===== src/hw/rtl/codec_config_to_annexb_macros.svh =====
// Assertion macros used by the codec config converter RTL.
// Included by modules that carry concurrent checks; no other dependencies.
`ifndef CODEC_CONFIG_TO_ANNEXB_MACROS_SVH
`define CODEC_CONFIG_TO_ANNEXB_MACROS_SVH

// Condition must hold at every clock edge outside reset.
`define CCA_ASSERT(lbl, clk, rst_n, cond, msg) \
    lbl: assert property (@(posedge clk) disable iff (!rst_n) (cond)) else $error(msg);

// Antecedent in one cycle implies consequent in the next.
`define CCA_ASSERT_NEXT(lbl, clk, rst_n, ante, cons, msg) \
    lbl: assert property (@(posedge clk) disable iff (!rst_n) (ante) |=> (cons)) \
        else $error(msg);

`endif


===== src/hw/rtl/cca_pkg.sv =====
// Package for the codec config to Annex B converter: constants, codes, types.
// No dependencies; used by cca_step, cca_outbuf and codec_config_to_annexb.
package cca_pkg;

    localparam int SEARCH_WINDOW   = 4;
    localparam int HEVC_LEN_OFFSET = 21;
    localparam int AVC_LEN_POS     = 4;
    localparam int AVC_SPS_POS     = 5;

    localparam int WIN_NEED_RAW = SEARCH_WINDOW + 2;
    localparam int WIN_NEED     = (WIN_NEED_RAW < 4) ? 4 : ((WIN_NEED_RAW > 6) ? 6 : WIN_NEED_RAW);
    localparam int WIN_DEPTH    = WIN_NEED;
    localparam int RES_BYTES    = 8;
    localparam int TDATA_W      = 40;

    localparam logic [7:0]  BOX_TAG      = 8'h01;
    localparam logic [7:0]  SPS_CNT_MASK = 8'h1f;
    localparam logic [2:0]  LEN_SIZE_DEF = 3'd4;
    localparam logic [19:0] SIZE_MAX     = 20'hfffff;

    localparam logic [1:0] MODE_H264 = 2'd0;
    localparam logic [1:0] MODE_H265 = 2'd1;
    localparam logic [1:0] MODE_PASS = 2'd2;

    localparam logic [1:0] ST_OK      = 2'd0;
    localparam logic [1:0] ST_INVALID = 2'd1;
    localparam logic [1:0] ST_TRUNC   = 2'd2;

    typedef enum logic [3:0] {
        PH_START    = 4'd0,
        PH_HDR      = 4'd1,
        PH_LEN_HI   = 4'd2,
        PH_LEN_LO   = 4'd3,
        PH_PAYLOAD  = 4'd4,
        PH_COUNT    = 4'd5,
        PH_ARR_TYPE = 4'd6,
        PH_NUM_HI   = 4'd7,
        PH_NUM_LO   = 4'd8,
        PH_TAIL     = 4'd9,
        PH_WINDOW   = 4'd10,
        PH_PASS     = 4'd11,
        PH_DROP     = 4'd12,
        PH_THRU     = 4'd13
    } t_phase;

    typedef enum logic [2:0] {
        EM_NONE,
        EM_DATA,
        EM_START_CODE,
        EM_WINDOW,
        EM_HELD
    } t_emit;

    typedef struct packed {
        t_phase      phase;
        logic [4:0]  hpos;
        logic [7:0]  lists;
        logic [15:0] nalus;
        logic [15:0] bytes_left;
        logic [7:0]  len_hi;
        logic [2:0]  size_len;
        logic [19:0] size_cnt;
        logic [7:0]  held;
    } t_state;

    localparam t_state STATE_INIT = '{phase: PH_START, hpos: 5'd0, lists: 8'd0,
                                      nalus: 16'd0, bytes_left: 16'd0, len_hi: 8'd0,
                                      size_len: LEN_SIZE_DEF, size_cnt: 20'd0,
                                      held: 8'h00};

    // results of one input word: up to WIN_DEPTH header bytes, then optional close
    typedef struct packed {
        logic [RES_BYTES-1:0][7:0] bytes;
        logic [2:0]                nbytes;
        logic                      fin;
        logic [1:0]                status;
        logic [2:0]                len_size;
        logic [19:0]               base;
    } t_step;

    typedef struct packed {
        logic [7:0]  data;
        logic        has;
        logic        eoh;
        logic [1:0]  status;
        logic [2:0]  len_size;
        logic [19:0] total;
    } t_result;

    function automatic logic [19:0] sat_add(input logic [19:0] a, input logic [2:0] k);
        logic [20:0] s;
        s = {1'b0, a} + 21'(k);
        return s[20] ? SIZE_MAX : s[19:0];
    endfunction

endpackage


===== src/hw/rtl/cca_step.sv =====
// Per-word parse step: next parser state and the result list for one input word.
// Depends on cca_pkg.
module cca_step (
    input  cca_pkg::t_state                         i_st,
    input  logic [cca_pkg::WIN_DEPTH-1:0][7:0]      i_win,
    input  logic [1:0]                              i_mode,
    input  logic [7:0]                              i_byte,
    input  logic                                    i_last,
    output cca_pkg::t_state                         o_st,
    output logic [cca_pkg::WIN_DEPTH-1:0][7:0]      o_win,
    output cca_pkg::t_step                          o_step
);

    typedef struct packed {
        cca_pkg::t_phase phase;
        logic [7:0]      lists;
    } t_le;

    cca_pkg::t_state                    n_st;
    logic [cca_pkg::WIN_DEPTH-1:0][7:0] n_win;
    cca_pkg::t_emit                     em;
    logic [2:0]                         cnt;
    logic                               fin;
    logic [1:0]                         fst;
    logic                               do_eval;
    logic                               found;
    logic [2:0]                         nn;
    logic [7:0]                         lb;
    logic [19:0]                        base;
    logic [15:0]                        dec;
    t_le                                le;
    logic [cca_pkg::RES_BYTES-1:0][7:0] bytes;

    // end of one SPS/PPS list or NAL array
    function automatic t_le list_end(input logic [1:0] mode, input logic [7:0] lists);
        t_le r;
        logic [7:0] l;
        if (mode == cca_pkg::MODE_H265) begin
            l = (lists != 8'd0) ? lists - 8'd1 : 8'd0;
            r.lists = l;
            r.phase = (l != 8'd0) ? cca_pkg::PH_ARR_TYPE : cca_pkg::PH_TAIL;
        end else if (lists == 8'd2) begin
            r.lists = 8'd1;
            r.phase = cca_pkg::PH_COUNT;
        end else begin
            r.lists = 8'd0;
            r.phase = cca_pkg::PH_TAIL;
        end
        return r;
    endfunction

    always_comb begin : next_state
        n_st    = i_st;
        n_win   = i_win;
        em      = cca_pkg::EM_NONE;
        cnt     = 3'd0;
        fin     = 1'b0;
        fst     = cca_pkg::ST_OK;
        do_eval = 1'b0;
        found   = 1'b0;
        nn      = 3'd0;
        lb      = 8'h00;
        dec     = 16'd0;
        le      = '0;
        base    = (i_st.phase == cca_pkg::PH_START) ? 20'd0 : i_st.size_cnt;
        case (i_st.phase)
            cca_pkg::PH_START: begin
                n_st.hpos       = 5'd0;
                n_st.lists      = 8'd0;
                n_st.nalus      = 16'd0;
                n_st.bytes_left = 16'd0;
                n_st.len_hi     = 8'd0;
                n_st.size_len   = cca_pkg::LEN_SIZE_DEF;
                n_st.held       = 8'h00;
                if (i_mode >= cca_pkg::MODE_PASS) begin
                    em         = cca_pkg::EM_DATA;
                    cnt        = 3'd1;
                    n_st.phase = cca_pkg::PH_THRU;
                end else if (i_byte == cca_pkg::BOX_TAG && !i_last) begin
                    n_st.hpos  = 5'd1;
                    n_st.phase = cca_pkg::PH_HDR;
                end else begin
                    n_win[0]   = i_byte;
                    n_st.hpos  = 5'd1;
                    n_st.phase = cca_pkg::PH_WINDOW;
                    do_eval    = i_last;
                end
            end
            cca_pkg::PH_HDR: begin
                if (i_st.hpos != 5'd31) begin
                    n_st.hpos = i_st.hpos + 5'd1;
                end
                if (i_mode == cca_pkg::MODE_H265) begin
                    if (i_st.hpos == 5'(cca_pkg::HEVC_LEN_OFFSET)) begin
                        n_st.size_len = {1'b0, i_byte[1:0]} + 3'd1;
                    end else if (i_st.hpos > 5'(cca_pkg::HEVC_LEN_OFFSET)) begin
                        n_st.lists = i_byte;
                        n_st.phase = (i_byte != 8'd0) ? cca_pkg::PH_ARR_TYPE : cca_pkg::PH_TAIL;
                    end
                end else begin
                    if (i_st.hpos == 5'(cca_pkg::AVC_LEN_POS)) begin
                        n_st.size_len = {1'b0, i_byte[1:0]} + 3'd1;
                    end else if (i_st.hpos >= 5'(cca_pkg::AVC_SPS_POS)) begin
                        n_st.nalus = {8'd0, i_byte & cca_pkg::SPS_CNT_MASK};
                        if ((i_byte & cca_pkg::SPS_CNT_MASK) != 8'd0) begin
                            n_st.lists = 8'd2;
                            n_st.phase = cca_pkg::PH_LEN_HI;
                        end else begin
                            le         = list_end(i_mode, 8'd2);
                            n_st.lists = le.lists;
                            n_st.phase = le.phase;
                        end
                    end
                end
            end
            cca_pkg::PH_LEN_HI: begin
                n_st.len_hi = i_byte;
                n_st.phase  = cca_pkg::PH_LEN_LO;
            end
            cca_pkg::PH_LEN_LO: begin
                n_st.bytes_left = {i_st.len_hi, i_byte};
                em              = cca_pkg::EM_START_CODE;
                cnt             = 3'd4;
                if ({i_st.len_hi, i_byte} != 16'd0) begin
                    n_st.phase = cca_pkg::PH_PAYLOAD;
                end else begin
                    dec        = (i_st.nalus != 16'd0) ? i_st.nalus - 16'd1 : 16'd0;
                    n_st.nalus = dec;
                    if (dec != 16'd0) begin
                        n_st.phase = cca_pkg::PH_LEN_HI;
                    end else begin
                        le         = list_end(i_mode, i_st.lists);
                        n_st.lists = le.lists;
                        n_st.phase = le.phase;
                    end
                end
            end
            cca_pkg::PH_PAYLOAD: begin
                em              = cca_pkg::EM_DATA;
                cnt             = 3'd1;
                n_st.bytes_left = (i_st.bytes_left != 16'd0) ? i_st.bytes_left - 16'd1 : 16'd0;
                if (n_st.bytes_left == 16'd0) begin
                    dec        = (i_st.nalus != 16'd0) ? i_st.nalus - 16'd1 : 16'd0;
                    n_st.nalus = dec;
                    if (dec != 16'd0) begin
                        n_st.phase = cca_pkg::PH_LEN_HI;
                    end else begin
                        le         = list_end(i_mode, i_st.lists);
                        n_st.lists = le.lists;
                        n_st.phase = le.phase;
                    end
                end
            end
            cca_pkg::PH_COUNT: begin
                n_st.nalus = {8'd0, i_byte};
                if (i_byte != 8'd0) begin
                    n_st.phase = cca_pkg::PH_LEN_HI;
                end else begin
                    le         = list_end(i_mode, i_st.lists);
                    n_st.lists = le.lists;
                    n_st.phase = le.phase;
                end
            end
            cca_pkg::PH_ARR_TYPE: begin
                n_st.phase = cca_pkg::PH_NUM_HI;
            end
            cca_pkg::PH_NUM_HI: begin
                n_st.len_hi = i_byte;
                n_st.phase  = cca_pkg::PH_NUM_LO;
            end
            cca_pkg::PH_NUM_LO: begin
                n_st.nalus = {i_st.len_hi, i_byte};
                if ({i_st.len_hi, i_byte} != 16'd0) begin
                    n_st.phase = cca_pkg::PH_LEN_HI;
                end else begin
                    le         = list_end(i_mode, i_st.lists);
                    n_st.lists = le.lists;
                    n_st.phase = le.phase;
                end
            end
            cca_pkg::PH_WINDOW: begin
                for (int i = 0; i < cca_pkg::WIN_DEPTH; i++) begin
                    if (i_st.hpos == 5'(i)) begin
                        n_win[i] = i_byte;
                    end
                end
                n_st.hpos = i_st.hpos + 5'd1;
                do_eval   = i_last || (n_st.hpos >= 5'(cca_pkg::WIN_NEED));
            end
            cca_pkg::PH_PASS: begin
                em = cca_pkg::EM_HELD;
                if (i_last) begin
                    n_st.held = 8'h00;
                    cnt       = (i_mode == cca_pkg::MODE_H264 && i_byte == 8'h00) ? 3'd1 : 3'd2;
                    fin       = 1'b1;
                end else begin
                    n_st.held = i_byte;
                    cnt       = 3'd1;
                end
            end
            cca_pkg::PH_THRU: begin
                em  = cca_pkg::EM_DATA;
                cnt = 3'd1;
            end
            cca_pkg::PH_TAIL, cca_pkg::PH_DROP: begin
            end
            default: begin
                n_st.phase = cca_pkg::PH_DROP;
            end
        endcase

        // start-code search over the gathered window
        if (do_eval) begin
            nn = n_st.hpos[2:0];
            if (nn <= 3'd3) begin
                fin = 1'b1;
            end else begin
                for (int k = 0; k < cca_pkg::SEARCH_WINDOW; k++) begin
                    if ((k + 2 < int'(nn)) && n_win[k] == 8'h00 && n_win[k+1] == 8'h00 &&
                        n_win[k+2] == 8'h01) begin
                        found = 1'b1;
                    end
                end
                for (int i = 0; i < cca_pkg::WIN_DEPTH; i++) begin
                    if (3'(i) == nn - 3'd1) begin
                        lb = n_win[i];
                    end
                end
                if (!found) begin
                    if (i_last) begin
                        fin = 1'b1;
                        fst = cca_pkg::ST_INVALID;
                    end else begin
                        n_st.phase = cca_pkg::PH_DROP;
                    end
                end else begin
                    em = cca_pkg::EM_WINDOW;
                    if (i_last) begin
                        cnt = (i_mode == cca_pkg::MODE_H264 && lb == 8'h00) ? nn - 3'd1 : nn;
                        fin = 1'b1;
                    end else begin
                        cnt        = nn - 3'd1;
                        n_st.held  = lb;
                        n_st.phase = cca_pkg::PH_PASS;
                    end
                end
            end
        end

        if (i_last && !fin) begin
            fin = 1'b1;
            case (n_st.phase)
                cca_pkg::PH_TAIL, cca_pkg::PH_THRU: fst = cca_pkg::ST_OK;
                cca_pkg::PH_DROP:                   fst = cca_pkg::ST_INVALID;
                default:                            fst = cca_pkg::ST_TRUNC;
            endcase
        end
        if (fin) begin
            n_st.phase = cca_pkg::PH_START;
        end
        n_st.size_cnt = cca_pkg::sat_add(base, cnt);
    end

    always_comb begin : result_list
        bytes = '0;
        case (em)
            cca_pkg::EM_DATA: begin
                bytes[0] = i_byte;
            end
            cca_pkg::EM_START_CODE: begin
                bytes[3] = 8'h01;
            end
            cca_pkg::EM_WINDOW: begin
                for (int i = 0; i < cca_pkg::WIN_DEPTH; i++) begin
                    bytes[i] = n_win[i];
                end
            end
            cca_pkg::EM_HELD: begin
                bytes[0] = i_st.held;
                bytes[1] = i_byte;
            end
            default: begin
                bytes = '0;
            end
        endcase
        o_step.bytes    = bytes;
        o_step.nbytes   = cnt;
        o_step.fin      = fin;
        o_step.status   = fst;
        o_step.len_size = n_st.size_len;
        o_step.base     = base;
    end

    assign o_st  = n_st;
    assign o_win = n_win;

endmodule


===== src/hw/rtl/cca_outbuf.sv =====
// Result register: holds the result list of one input word and drains one per cycle while i_ready is high.
// Depends on cca_pkg and codec_config_to_annexb_macros.svh.
`include "codec_config_to_annexb_macros.svh"

module cca_outbuf (
    input  logic             i_clk,
    input  logic             i_rst_n,
    input  logic             i_load,
    input  cca_pkg::t_step   i_step,
    output logic             o_can_load,
    output logic             o_valid,
    input  logic             i_ready,
    output cca_pkg::t_result o_res
);

    cca_pkg::t_step r_step;
    logic [2:0]     r_nent;
    logic [2:0]     r_idx;
    logic [19:0]    r_cnt;
    logic [2:0]     n_nent;
    logic [2:0]     n_idx;
    logic [19:0]    n_cnt;
    logic           take;
    logic           has;

    assign o_valid    = (r_idx != r_nent);
    assign take       = o_valid && i_ready;
    assign o_can_load = !o_valid || (take && (4'(r_idx) + 4'd1 == 4'(r_nent)));
    assign has        = (r_idx < r_step.nbytes);

    always_comb begin
        o_res.data     = has ? r_step.bytes[r_idx] : 8'h00;
        o_res.has      = has;
        o_res.eoh      = !has;
        o_res.status   = has ? cca_pkg::ST_OK : r_step.status;
        o_res.len_size = r_step.len_size;
        o_res.total    = has ? cca_pkg::sat_add(r_cnt, 3'd1) : r_cnt;
    end

    always_comb begin
        n_nent = r_nent;
        n_idx  = r_idx;
        n_cnt  = r_cnt;
        if (i_load) begin
            n_nent = i_step.nbytes + 3'(i_step.fin);
            n_idx  = 3'd0;
            n_cnt  = i_step.base;
        end else if (take) begin
            n_idx = r_idx + 3'd1;
            n_cnt = o_res.total;
        end
    end

    always_ff @(posedge i_clk) begin
        if (!i_rst_n) begin
            r_nent <= 3'd0;
            r_idx  <= 3'd0;
        end else begin
            r_nent <= n_nent;
            r_idx  <= n_idx;
        end
    end

    always_ff @(posedge i_clk) begin
        r_cnt <= n_cnt;
        if (i_load) begin
            r_step <= i_step;
        end
    end

    `CCA_ASSERT(a_idx_bound, i_clk, i_rst_n, r_idx <= r_nent, "read index past list end")
    `CCA_ASSERT_NEXT(a_stall_hold, i_clk, i_rst_n, o_valid && !i_ready, $stable(r_idx) && $stable(r_nent), "stalled list moved")
    `CCA_ASSERT(a_close_last, i_clk, i_rst_n, !(o_valid && o_res.eoh) || (4'(r_idx) + 4'd1 == 4'(r_nent)), "close word not last in list")
    `CCA_ASSERT_NEXT(a_total_carry, i_clk, i_rst_n, take && !i_load, r_cnt == $past(o_res.total), "running size lost")

endmodule


===== src/hw/rtl/codec_config_to_annexb.sv =====
// Codec configuration (avcC / hvcC / raw) to Annex B sequence header converter.
// Takes one configuration byte per input word and streams the header bytes out.
// Input: s_axis words, tdata[7:0] = config byte, tlast = final byte of the header.
// Output: m_axis words, tuser = byte present, tlast = closing status word.
// Config: i_cfg_valid/i_cfg_data write codec_mode (0 H.264, 1 H.265, else pass);
//   ready is always high, write it only while no header is in flight.
// Each accepted word is parsed combinationally into up to seven output words
//   (data, start codes, released search window, held byte, closing status).
// A word's results are valid once it has passed the input register and
//   been loaded into the result register, which waits for the prior list.
// Throughput: one input word per cycle while each word yields at most one
//   result and m_axis tready is high; a word yielding several results holds
//   the output until all are taken, and the input stalls (tready low) until
//   its list drains; the result register drains one word per ready cycle.
// A downstream stall holds the current output word and, after the input
//   register fills, deasserts s_axis tready.
// Reset (synchronous, active low) empties both registers, restores the
//   parser to header start with length size 4 and sets codec_mode to 0.
// Depends on cca_pkg, cca_step and cca_outbuf.
module codec_config_to_annexb (
    input  logic                        i_clk,
    input  logic                        i_rst_n,
    input  logic                        i_s_axis_tvalid,
    output logic                        o_s_axis_tready,
    input  logic [7:0]                  i_s_axis_tdata,  // [7:0] in_byte
    input  logic                        i_s_axis_tlast,  // in_last
    output logic                        o_m_axis_tvalid,
    input  logic                        i_m_axis_tready,
    // [7:0] out_byte, [9:8] status, [12:10] length_size, [32:13] total_size
    output logic [cca_pkg::TDATA_W-1:0] o_m_axis_tdata,
    output logic                        o_m_axis_tuser,  // has_byte
    output logic                        o_m_axis_tlast,  // end_of_header
    input  logic                        i_cfg_valid,
    output logic                        o_cfg_ready,
    input  logic [1:0]                  i_cfg_data       // codec_mode
);

    logic                               r_in_v;
    logic [7:0]                         r_in_byte;
    logic                               r_in_last;
    logic [1:0]                         r_mode;
    cca_pkg::t_state                    r_st;
    logic [cca_pkg::WIN_DEPTH-1:0][7:0] r_win;
    cca_pkg::t_state                    n_st;
    logic [cca_pkg::WIN_DEPTH-1:0][7:0] n_win;
    cca_pkg::t_step                     step;
    cca_pkg::t_result                   res;
    logic                               can_load;
    logic                               load;
    logic                               in_take;

    assign load            = r_in_v && can_load;
    assign o_s_axis_tready = !r_in_v || load;
    assign in_take         = i_s_axis_tvalid && o_s_axis_tready;
    assign o_cfg_ready     = 1'b1;

    cca_step u_step (
        .i_st   (r_st),
        .i_win  (r_win),
        .i_mode (r_mode),
        .i_byte (r_in_byte),
        .i_last (r_in_last),
        .o_st   (n_st),
        .o_win  (n_win),
        .o_step (step)
    );

    cca_outbuf u_outbuf (
        .i_clk      (i_clk),
        .i_rst_n    (i_rst_n),
        .i_load     (load),
        .i_step     (step),
        .o_can_load (can_load),
        .o_valid    (o_m_axis_tvalid),
        .i_ready    (i_m_axis_tready),
        .o_res      (res)
    );

    always_ff @(posedge i_clk) begin
        if (!i_rst_n) begin
            r_in_v <= 1'b0;
            r_mode <= cca_pkg::MODE_H264;
            r_st   <= cca_pkg::STATE_INIT;
        end else begin
            if (in_take) begin
                r_in_v <= 1'b1;
            end else if (load) begin
                r_in_v <= 1'b0;
            end
            if (i_cfg_valid) begin
                r_mode <= i_cfg_data;
            end
            if (load) begin
                r_st <= n_st;
            end
        end
    end

    always_ff @(posedge i_clk) begin
        if (in_take) begin
            r_in_byte <= i_s_axis_tdata;
            r_in_last <= i_s_axis_tlast;
        end
        if (load) begin
            r_win <= n_win;
        end
    end

    assign o_m_axis_tdata = {7'd0, res.total, res.len_size, res.status, res.data};
    assign o_m_axis_tuser = res.has;
    assign o_m_axis_tlast = res.eoh;

endmodule

===== config.mk =====
export PLATFORM = sky130hd
export DESIGN_NAME = codec_config_to_annexb
export DESIGN_NICKNAME = d
export VERILOG_FILES = /design/src/hw/rtl/cca_pkg.sv /design/src/hw/rtl/cca_step.sv /design/src/hw/rtl/cca_outbuf.sv /design/src/hw/rtl/codec_config_to_annexb.sv
export VERILOG_INCLUDE_DIRS = /design/src /design/src/hw/rtl
export SDC_FILE = /design/constraint.sdc
export NUM_CORES = 1
export LEC_CHECK = 0
export BUFFER_PORTS_ARGS = -buffer_cell sky130_fd_sc_hd__buf_2
export CORE_ASPECT_RATIO = 2
export CORE_MARGIN = 2
export CORE_UTILIZATION = 64
export DETAILED_ROUTE_END_ITERATION = 10
export GPL_ROUTABILITY_DRIVEN = 1
export PLACE_DENSITY = 0.93
export RECOVER_POWER = 100
export SYNTH_ARGS = -nofsm -noshare
export SYNTH_HDL_FRONTEND = slang
export SYNTH_HIERARCHICAL = 1
export SYNTH_SLANG_ARGS = --single-unit

===== constraint.sdc =====
create_clock -name i_clk -period 9.6 [get_ports i_clk]
set_input_delay 0.96 -clock i_clk [delete_from_list [all_inputs] [get_ports i_clk]]
set_output_delay 0.96 -clock i_clk [all_outputs]
set_load 0.01 [all_outputs]

==> impl_results.md <==
- Tcrit/Tclk final: 92.6%
- Final Hold Fails: 0
- Synth Area in XOR/XNOR: 2.48%
- Number of max-cap violations: 3
- Post-synth EDFFs: 149
- Initial core utilization: around two thirds
- Yosys warning count: 6
- CTS resizes: 0
- Total grt overflow: 0
- Post-synthesis instance total: 2001
- WL final: roughly 56000 microns
- Asr flop ratio synth: 0%
- I/O Buffers: 52
- Die span in y: 234 microns
- Kind of critical path: reg2reg
- Worst Tran Pin Value: approximately 2.0 ns
- Dominant synthesized flop cell: edfxtp_1
- Routed Antenna Nets: 0
- Largest family of logic cells by synthesized area: simple AND/OR/NAND/NOR gates
- CTS Root Cell: clkbuf_16
- Register area share after synthesis: 37.8%
- Clk_lat worst skew: 0.55 ns
- Required time worst endpoint: around 10 ns
- Max_slew headroom: -32.7%
- GRT Resource Usage Total: between 30% and 40%
- Critical Path AT: 9.32 ns
- CP max FO: 17
- Vias in the first global route: 15684
- WL/cell: 24.3 microns
- ANT cells: 0
- Mean Syn Cell Area: 8.49 sq um
- Drt first pass iters: 8
- CTS Sinks: around 250
- Synth Area in Compound Gates: 19.9%
- Finish-stage setup viols: 0
- Die width: approximately 120 microns
- Element type at the critical path start: flip-flop
- Most common cell after layout, fill and taps aside: nand2_1
- Mux contribution to synthesized area: 7.36%
- IR Drop Worst-Case VDD: 0.000155 V
- Initial antenna violation count: 1
- Netlist Area Pre-Place: 17000 sq um
- Via density: 7.09
- First-pass GRT wire length: 85300 microns
- Static Leakage: 6.54 nW
- Area grow syn2layout: 4.75%
- Seq cells post-synth: ~250
- Dpl cell area: 17100 sq um
- Hold WC Path Type: reg2reg
- Post-synth cell types: slightly above 90
- Fin cells: 2305
- CP endpoint kind: flip-flop
- TritonCTS Buffers: 24
- I/O pin total: 61
- Peak Freq: 113 MHz
- Worst-path clk slew: 0.07 ns
- RSZ-0062 raised after global routing: false
- Status: finished with violations
- Clock buffer depth: 3
- DRT iter0 DRCs: between 1500 and 2000
- Total core area: 26200 sq um
- Post-Layout Inst Area: 17800 sq um
- Pwr Density: roughly 180 nW/um^2
- Post-CTS Setup Repair Bufs: 0
- Std-Cell Rows: 84
- Slew Viols, Final: 68
- Nets@finish: ~2000
- Failing checks: capacitance limit, slew limit
- Synth Area in Adders: 2.18%
- Placed Cells: about 2300
- Via count: 16342
- Die Footprint: around 28000 sq um
- Commonest cells after routing, fill and taps aside: nand2_1 (238), o21ai_0 (195), edfxtp_1 (149)
- H-tree depth: 1
- Crit-path max cell delay: 0.67 ns
- Period minus WS final: slightly below 9 ns
- Drt drc: 0
- Max Clock Skew: approximately 0.02 ns
- Hold_buf cts: 0
- Setup TNS: 0 ns
- CP max stage cell: o221ai_1
- Most used cell, CP: o21ai_0
- TritonCTS clock tree: yes
- Simple-Gate Fraction of Synth Area: 23.1%
- Gpl congestion: approximately 1.1
- Largest net degree at the start of global routing: between 150 and 200
- Share of cells above drive strength 1: 7.60%
- Dpl hpwl: 38600 microns
power breakdown:
group,switching (mW),internal (mW)
combinational,0.666,0.277
sequential,0.0713,1.25
clock,0.428,0.507
total,1.17,2.04
path summary, 6_finish.rpt:
check	to	slack [ns]	from	depth (start not counted)
worst max register to register	r_st[15]	0.71	r_st[79]	30
worst max-delay path	r_st[15]	0.71	r_st[79]	30
worst min-delay path	r_st[24]	0.46	r_st[24]	2
worst min register to register	r_st[24]	0.46	r_st[24]	2
cell usage after synthesis, drive strengths merged, types with 23 or more instances:
cell	n	area share, %
nand2	238	5.3
o21ai	199	6.0
edfxtp	149	26
nor2	139	3.1
clkbuf	120	2.7
a21oi	114	3.4
nand4	104	3.8
dfxtp	97	11
buf	75	2.9
inv	67	1.5
mux2i	63	3.7
nand3	54	1.6
nor3	54	1.6
nor4	36	1.4
xnor2	33	1.7
a22oi	32	1.4
ha	28	2.1
and2	25	0.94
mux2	23	1.5
or3	23	0.85
through the flow:
| step | worst slack (ns) | power (mW) | hold WS [ns] | utilization, % |
|---|---|---|---|---|
| final | 0.715 | 3.20 | 0.457 | 68.0 |
| after global routing | 0.0929 | 3.31 | 0.508 | 68.0 |
| after CTS | 1.06 | 3.20 | 0.456 | 68.4 |
| after detailed placement | 1.12 | 2.27 | 0.448 | 65.5 |
| after global placement | 1.26 | 2.24 | 0.433 | 65.5 |
| after floorplan | 2.72 | 1.97 | 0.424 | - |
state kept, by name (all words and copies together) (netlist names):
signal	cells
u_outbuf/r_cnt	20
u_outbuf/r_idx	3
u_outbuf/r_nent	3
r_st	88
u_outbuf/r_step	69
r_in_byte	8
r_in_v	1
u_outbuf/o_res	3
r_win	48
r_in_last	1
r_mode	2
critical path, delay by kind of cell, from the launching register on:
kind / cells / cell delay, ns
mux: 1 / 0.08
fa+ha+maj: 4 / 1.16
simple gates: 11 / 3.43
compound gates: 12 / 3.44
flops: 1 / 0.39
buf+inv: 2 / 0.25
layout make-up:
type                       count  area, sq um
multi-input combinational   1514         9420
fill                        2109         8390
sequential                   246         6420
clock buffer                  30          676
timing repair buffer          90          494
tap                          344          430
inverter                      67          251
clock inverter                14          100
cell families after synthesis:
| family | Yosys count |
|---|---|
| compound gates | 530 |
| flops | 246 |
| other cells | 3 |
| buf+inv | 262 |
| xor+xnor | 48 |
| fa+ha+maj | 29 |
| mux | 102 |
| simple gates | 781 |
layer usage:
layer	vias up	track usage (%)	wire, microns
met5	-	0	0
met3	390	5.96	4990
met2	1087	68.9	27400
met1	7586	40.2	17400
li1	7279	-	-
met4	0	35.1	6320
No activity file was read; power rests on OpenSTA's default activity.
